$ cat src/rtl/assert_macros.svh
// Assertion shorthands shared by the RTL.
`ifndef ASSERT_MACROS_SVH
`define ASSERT_MACROS_SVH

// same-cycle implication
`define ASSERT_IMPL(lbl, clk, rst_n, ante, cons, msg) \
	lbl: assert property (@(posedge clk) disable iff (!rst_n) (ante) |-> (cons)) \
		else $error(msg);

// next-cycle implication
`define ASSERT_NEXT(lbl, clk, rst_n, ante, cons, msg) \
	lbl: assert property (@(posedge clk) disable iff (!rst_n) (ante) |=> (cons)) \
		else $error(msg);

`endif

$ cat src/rtl/cit_pkg.sv
package cit_pkg;

	localparam int POS_W = 12;
	localparam int KEY_W = 64;
	localparam int ROW_W = 32;
	localparam int DEF_STORE_DEPTH = 4096;

	localparam logic [1:0] OP_WRITE = 2'd0;
	localparam logic [1:0] OP_CRACK = 2'd1;
	localparam logic [1:0] OP_READ  = 2'd2;

	typedef struct packed {
		logic [1:0]              operation;
		logic [POS_W-1:0]        entry_index;
		logic signed [KEY_W-1:0] entry_key;
		logic [ROW_W-1:0]        entry_row;
		logic [POS_W-1:0]        range_start;
		logic [POS_W-1:0]        range_end;
		logic signed [KEY_W-1:0] bound_low;
		logic signed [KEY_W-1:0] bound_high;
	} req_t;

	typedef struct packed {
		logic signed [KEY_W-1:0] read_key;
		logic [ROW_W-1:0]        read_row;
		logic [POS_W-1:0]        first_split;
		logic [POS_W-1:0]        second_split;
	} rsp_t;

	typedef struct packed {
		logic [KEY_W-1:0] key;
		logic [ROW_W-1:0] row;
	} entry_t;

	typedef enum logic [1:0] {
		AS_IDX,
		AS_TOP,
		AS_MID,
		AS_A
	} addr_sel_t;

	typedef enum logic [1:0] {
		WD_IN,
		WD_RDATA,
		WD_ENT
	} wdata_sel_t;

	typedef enum logic [1:0] {
		RES_ZERO,
		RES_READ,
		RES_SPLIT
	} res_sel_t;

	typedef struct packed {
		logic       load_job;
		logic       rd_en;
		logic       wr_en;
		addr_sel_t  ra;
		addr_sel_t  wa;
		wdata_sel_t wd;
		logic       save_ent;
		logic       top_dec;
		logic       mid_from_top;
		logic       mid_dec;
		logic       a_inc;
		logic       out_load;
		res_sel_t   res;
		logic       scan;
	} cmd_t;

	typedef struct packed {
		logic top_gt_a;
		logic mid_gt_a;
		logic ge_lo;
		logic ge_hi;
	} sts_t;

endpackage

$ cat src/rtl/cit_ctrl.sv
`include "assert_macros.svh"

module cit_ctrl (
	input  logic          clk,
	input  logic          arst_n,
	input  logic          req_valid,
	output logic          req_ready,
	input  logic [1:0]    op,
	output logic          rsp_valid,
	input  logic          rsp_ready,
	input  cit_pkg::sts_t sts,
	output cit_pkg::cmd_t cmd
);
	import cit_pkg::*;

	localparam logic [3:0] S_IDLE    = 4'd0;
	localparam logic [3:0] S_HOLD    = 4'd1;
	localparam logic [3:0] S_RD_DONE = 4'd2;
	localparam logic [3:0] S_T_RD    = 4'd3;
	localparam logic [3:0] S_T_CHK   = 4'd4;
	localparam logic [3:0] S_M_RD    = 4'd5;
	localparam logic [3:0] S_M_CHK   = 4'd6;
	localparam logic [3:0] S_M_SW1   = 4'd7;
	localparam logic [3:0] S_M_SW2   = 4'd8;
	localparam logic [3:0] S_L_RD    = 4'd9;
	localparam logic [3:0] S_L_CHK   = 4'd10;
	localparam logic [3:0] S_L_SW1   = 4'd11;
	localparam logic [3:0] S_L_SW2   = 4'd12;
	localparam logic [3:0] S_DONE    = 4'd13;

	logic [3:0] state_q, state_d;
	logic out_valid_q, out_free;

	assign out_free  = !out_valid_q || rsp_ready;
	assign rsp_valid = out_valid_q;

	always_comb begin
		cmd = '0;
		state_d = state_q;
		req_ready = 1'b0;
		unique case (state_q)
			S_IDLE: begin
				req_ready = 1'b1;
				if (req_valid) begin
					unique case (op)
						OP_CRACK: begin
							cmd.load_job = 1'b1;
							state_d = S_T_RD;
						end
						OP_READ: begin
							cmd.load_job = 1'b1;
							cmd.rd_en = 1'b1;
							cmd.ra = AS_IDX;
							state_d = S_RD_DONE;
						end
						default: begin
							// write, or an unused code with no effect
							if (op == OP_WRITE) begin
								cmd.wr_en = 1'b1;
								cmd.wa = AS_IDX;
								cmd.wd = WD_IN;
							end
							if (out_free) begin
								cmd.out_load = 1'b1;
								cmd.res = RES_ZERO;
							end else begin
								state_d = S_HOLD;
							end
						end
					endcase
				end
			end
			S_HOLD: begin
				if (out_free) begin
					cmd.out_load = 1'b1;
					cmd.res = RES_ZERO;
					state_d = S_IDLE;
				end
			end
			S_RD_DONE: begin
				if (out_free) begin
					cmd.out_load = 1'b1;
					cmd.res = RES_READ;
					state_d = S_IDLE;
				end
			end
			// skip keys already in the high region at the top
			S_T_RD: begin
				if (sts.top_gt_a) begin
					cmd.rd_en = 1'b1;
					cmd.ra = AS_TOP;
					state_d = S_T_CHK;
				end else begin
					cmd.mid_from_top = 1'b1;
					state_d = S_M_RD;
				end
			end
			S_T_CHK: begin
				if (sts.ge_hi) begin
					cmd.top_dec = 1'b1;
					state_d = S_T_RD;
				end else begin
					cmd.mid_from_top = 1'b1;
					state_d = S_M_RD;
				end
			end
			// middle scan
			S_M_RD: begin
				cmd.scan = 1'b1;
				if (sts.mid_gt_a) begin
					cmd.rd_en = 1'b1;
					cmd.ra = AS_MID;
					state_d = S_M_CHK;
				end else begin
					state_d = S_L_RD;
				end
			end
			S_M_CHK: begin
				cmd.scan = 1'b1;
				if (!sts.ge_lo) begin
					state_d = S_L_RD;
				end else if (sts.ge_hi) begin
					cmd.save_ent = 1'b1;
					cmd.rd_en = 1'b1;
					cmd.ra = AS_TOP;
					state_d = S_M_SW1;
				end else begin
					cmd.mid_dec = 1'b1;
					state_d = S_M_RD;
				end
			end
			S_M_SW1: begin
				cmd.scan = 1'b1;
				cmd.wr_en = 1'b1;
				cmd.wa = AS_MID;
				cmd.wd = WD_RDATA;
				state_d = S_M_SW2;
			end
			S_M_SW2: begin
				cmd.scan = 1'b1;
				cmd.wr_en = 1'b1;
				cmd.wa = AS_TOP;
				cmd.wd = WD_ENT;
				cmd.top_dec = 1'b1;
				cmd.mid_dec = 1'b1;
				state_d = S_M_RD;
			end
			// low-side scan
			S_L_RD: begin
				cmd.scan = 1'b1;
				if (sts.mid_gt_a) begin
					cmd.rd_en = 1'b1;
					cmd.ra = AS_A;
					state_d = S_L_CHK;
				end else begin
					state_d = S_DONE;
				end
			end
			S_L_CHK: begin
				cmd.scan = 1'b1;
				if (!sts.ge_lo) begin
					cmd.a_inc = 1'b1;
					state_d = S_L_RD;
				end else begin
					cmd.save_ent = 1'b1;
					cmd.rd_en = 1'b1;
					cmd.ra = AS_MID;
					state_d = S_L_SW1;
				end
			end
			S_L_SW1: begin
				cmd.scan = 1'b1;
				cmd.wr_en = 1'b1;
				cmd.wa = AS_A;
				cmd.wd = WD_RDATA;
				state_d = S_L_SW2;
			end
			S_L_SW2: begin
				cmd.scan = 1'b1;
				cmd.wr_en = 1'b1;
				cmd.wa = AS_MID;
				cmd.wd = WD_ENT;
				state_d = S_M_RD;
			end
			S_DONE: begin
				cmd.scan = 1'b1;
				if (out_free) begin
					cmd.out_load = 1'b1;
					cmd.res = RES_SPLIT;
					state_d = S_IDLE;
				end
			end
			default: begin
				state_d = S_IDLE;
			end
		endcase
	end

	always_ff @(posedge clk or negedge arst_n) begin
		if (!arst_n) begin
			state_q <= S_IDLE;
			out_valid_q <= 1'b0;
		end else begin
			state_q <= state_d;
			if (cmd.out_load) begin
				out_valid_q <= 1'b1;
			end else if (rsp_ready) begin
				out_valid_q <= 1'b0;
			end
		end
	end

	`ASSERT_IMPL(a_no_overwrite, clk, arst_n, cmd.out_load, !out_valid_q || rsp_ready, "result overwritten")
	`ASSERT_IMPL(a_single_port, clk, arst_n, cmd.rd_en, !cmd.wr_en, "read and write in one cycle")

endmodule

$ cat config.mk
export PLATFORM = sky130hd
export DESIGN_NAME = cit_ctrl
export DESIGN_NICKNAME = d
export VERILOG_FILES = /design/src/rtl/cit_pkg.sv /design/src/rtl/cit_ctrl.sv
export VERILOG_INCLUDE_DIRS = /design/src /design/src/rtl
export SDC_FILE = /design/constraint.sdc
export NUM_CORES = 1
export LEC_CHECK = 0
export BUFFER_PORTS_ARGS = -buffer_cell sky130_fd_sc_hd__clkbuf_2
export CORE_MARGIN = 1
export CORE_UTILIZATION = 51
export CTS_CLUSTER_DIAMETER = 30
export DETAILED_ROUTE_END_ITERATION = 7
export PLACE_DENSITY = 0.93
export SLEW_MARGIN = 20
export SYNTH_ARGS = -nofsm -noshare
export SYNTH_HDL_FRONTEND = slang
export SYNTH_SLANG_ARGS = --single-unit
$ cat constraint.sdc
create_clock -name clk -period 3 [get_ports clk]
set_input_delay 0.45 -clock clk [delete_from_list [all_inputs] [get_ports clk]]
set_output_delay 0.45 -clock clk [all_outputs]
set_load 0.005 [all_outputs]
Yosys cells after proc, flatten, opt, wreduce, memory -nomap -nowiden. Cells that the tools add are included.

Register bits: 5. Input port bits: 10. Output and inout port bits: 20. Logic and storage cells: 84.

Eq/ne operators: 18. Muxes and demuxes: 52. Reductions and logical operators: 12.

Operators with widths (count): $pmux W4 S11 (1); $eq A4 B4 Y1 const B (6); $mux W1 (23); $mux W3 (7); $mux W4 (5); $pmux W4 S5 (1); $eq A4 B3 Y1 const B (4); $pmux W2 S6 (1); $pmux W3 S4 (1); $mux W2 (5); $pmux W1 S2 (5); $mux W9 (1); $reduce_or A9 Y1 (1); $eq A4 B2 Y1 const B (2); $pmux W4 S2 (1); $reduce_or A2 Y1 (3); $pmux W1 S5 (1); $eq A4 B1 Y1 const B (1); $logic_not A4 Y1 (1); $ne A4 B2 Y1 const B (1); $reduce_or A4 Y1 (1); $reduce_and A3 Y1 (1); $reduce_or A3 Y1 (1); $eq A2 B1 Y1 const B (1); other kinds (7) (7).

Longest topological paths before layout.
Depth in word-level cells: 7. Depth in mapped cells: 6. Mapped depth without buffers: 6.

Least setup slack after synthesis. Ideal clock, no wire load.

Kind: input to output. Start point: in op[0]. End point: out cmd[3] (netlist name). Data arrival time: 1256 ps. Required time: 2550 ps. Slack: 1294 ps. Stages: 6. Buffers on the path: 0. Cells stage by stage: inv_1 -> ha_1 -> inv_1 -> a32oi_1 -> o21ai_0 -> and2_1.

RTL lines: from (decl) (line cit_ctrl.sv:8) `input logic [1:0] op,`; to (decl) (line cit_ctrl.sv:12) `output cit_pkg::cmd_t cmd`.

==> flow_summary.json <==
{
  "cts.clk_slew.worst_paths_ns": 0.04,
  "drt_iter0_drc": 81,
  "cts_buffers": 3,
  "syn_avg_cell_area_sq_um": 7.200,
  "path_max_fanout": 17,
  "seq_area_sq_um": 125.1,
  "cts_tree": "done",
  "drc": 0,
  "dr.pass1.iters": 4,
  "viasPerCell": 6.542,
  "grt_pass1_wl_um": 3270,
  "fillers": 125,
  "worstHoldPathType": "in -> async",
  "die_height_um": 40.69,
  "htreeDepth": 1,
  "finalMaxSlewViolations": 0,
  "postLayoutCellArea_sq_um": 885.9,
  "synth.distinct_cells": 40,
  "antenna_found_initial": 0,
  "multiInputGateArea_sq_um": 535.5,
  "cts_resized": 0,
  "port-buffer-count": 29,
  "maxCapViolations": 0,
  "fin_setup_tns_ns": 0,
  "fin_crit_ns": 2.445,
  "power.density_nw_per_um2": 844.8,
  "r2r-start": "state_q[2]",
  "reg2reg_depth": 4,
  "hpwl_um": 1573,
  "slew_headroom": 0.5385,
  "cts.path.max_buffers": 2,
  "io_pins": 30,
  "fmaxAchievable_mhz": 409.1,
  "timing.rr.end": "state_q[0]",
  "synth_area_sq_um": 763.2,
  "wirelength_um": 2230,
  "grt_usage": 0.2957,
  "area_growth_pct": 16.07,
  "post-route-period-util": 0.8149,
  "drive_above_1_share": 0.2868,
  "synth.most_common_cell": "nor2_1",
  "worst_pin_slew_ns": 0.6923,
  "synth.net_count": 119,
  "status": "finished clean",
  "p_leak_uw": 0.0004341,
  "setup_violations": 0,
  "vdd_ir_drop_max_uv": 365.4,
  "critPathCaptureType": "output port",
  "synth-edff-count": 0,
  "synth.largest_area_cell": "dfrtp_1",
  "setup_slack_ns": 0.5553,
  "whs_ns": 0.01038,
  "cts.sinks": 5,
  "synth_top_cells_by_count": "nor2_1, inv_1, nand2_1, o21ai_0",
  "diodes": 0,
  "synth_cells": 106,
  "placed_area_sq_um": 859.6,
  "cts_root_buf": "clkbuf_4",
  "yosysWarnings": 0,
  "hold_buffers": 0,
  "grt_max_degree": 21,
  "ys_ff_latch": 5,
  "wire_per_inst_um": 15.49,
  "nNetsFinal": 143,
  "die_area_sq_um": 1655,
  "cp.arrival_ns": 1.99,
  "die_w_um": 40.69,
  "ys_async_sr_fraction": 1.000,
  "synth.area.top_cells": "dfrtp_1, nor2_1, ha_1, o21ai_0, a31oi_1",
  "grt_pass1_vias": 708,
  "ant_nets": 0,
  "vias": 942,
  "rows": 13,
  "netlist.area_leader.share": 0.1639,
  "routabilityCongestion": 0.9531,
  "worst-r2r-setup-slack_ns": 1.16,
  "finClkSkew_ns": 0.001045,
  "crit_type": "reg -> out",
  "design.core.area_sq_um": 1350,
  "ys.flop_type": "dfrtp_1",
  "initial_utilization": 0.5653,
  "yosysSeqAreaShare": 0.1639,
  "clk-insertion-delay-late_ns": 0.25,
  "cts_setup_buffers": 0,
  "start_kind": "register",
  "hold_viol_final": 0,
  "rsz0062_at_grt": "false",
  "pre_cts_ws_ns": 0.8845,
  "gr-total-overflow": 0,
  "worstPathRequired_ns": 2.55
}
==> layout by cell type, fill, tap and decap left out, drive strengths merged, types with 4 or more instances in the layout <==
cell type,Yosys,routed
nor2,11,11
clkbuf,2,33
nand2,7,7
o21ai,7,7
nand2b,5,5
dfrtp,5,5
inv,7,7
a21oi,5,5
a31oi,5,5
nor3,4,4
==> worst max-delay path by stage <==
| stage | from | to | slack (ns) | cells after the start |
|---|---|---|---|---|
| floorplan | op[0] | cmd[3] | 1.29 | 6 |
| global placement | state_q[2] | cmd[16] | 0.98 | 5 |
| detailed placement | state_q[2] | cmd[16] | 0.88 | 5 |
| CTS | state_q[2] | cmd[16] | 0.60 | 5 |
| global route | state_q[2] | cmd[16] | 0.41 | 5 |
| finish | state_q[2] | cmd[16] | 0.56 | 5 |
==> area by class of cell <==
| cell class | count | share of cell area |
|---|---|---|
| Inverter | 8 | 0.03955 |
| Timing Repair Buffer | 29 | 0.1638 |
| Clock buffer | 4 | 0.02966 |
| Multi-Input combinational cell | 83 | 0.6045 |
| Tap cell | 15 | 0.02119 |
| Sequential cell | 5 | 0.1412 |
==> critical path, stage by stage (launching register included) <==
cell      delay, ns
dfrtp_1        0.78
nand2b_1       0.35
o22ai_1        0.18
a31oi_1        0.20
o31ai_1        0.09
clkbuf_2       0.14
==> logic make-up after synthesis <==
group                      synth area share
AOI/OAI and AO/OA                    0.3443
xor gates and xnor gates            0.01148
adders and majority gates           0.04919
buffers and inverters                0.1344
DFF                                  0.1639
and+or+nand+nor                      0.2967
==> registers in the layout (all words and copies together), names as in the netlist <==
signal     cells
rsp_valid      1
state_q        4
==> metrics by stage <==
step,total power [uW],instances,util
CTS,733.4,144,0.6562
finish,748.4,144,0.6562
floorplan,549.2,106,-
global placement,636.8,140,0.6367
detailed placement,648.1,140,0.6367
global route,806.1,144,0.6562
==> routing by layer <==
layer  part of all wire  up-vias  global-route usage  wire, um
met5                  0        -                   0         0
met4             0.0076        0            0.008333        17
met3               0.10        2             0.06522       229
met2               0.47       72              0.4960      1058
met1               0.41      431              0.4052       924
li1                   -      437                   -         -
==> report_power, final <==
group / leakage, uW / total (uW) / internal (uW) / switching (uW)
registers: 0.0000639 / 205 / 93.0 / 112
logic: 0.000355 / 464 / 211 / 253
clock network: 0.0000150 / 79.7 / 50.4 / 29.3
total: 0.000434 / 748 / 354 / 394
No activity file was read; power rests on OpenSTA's default activity.
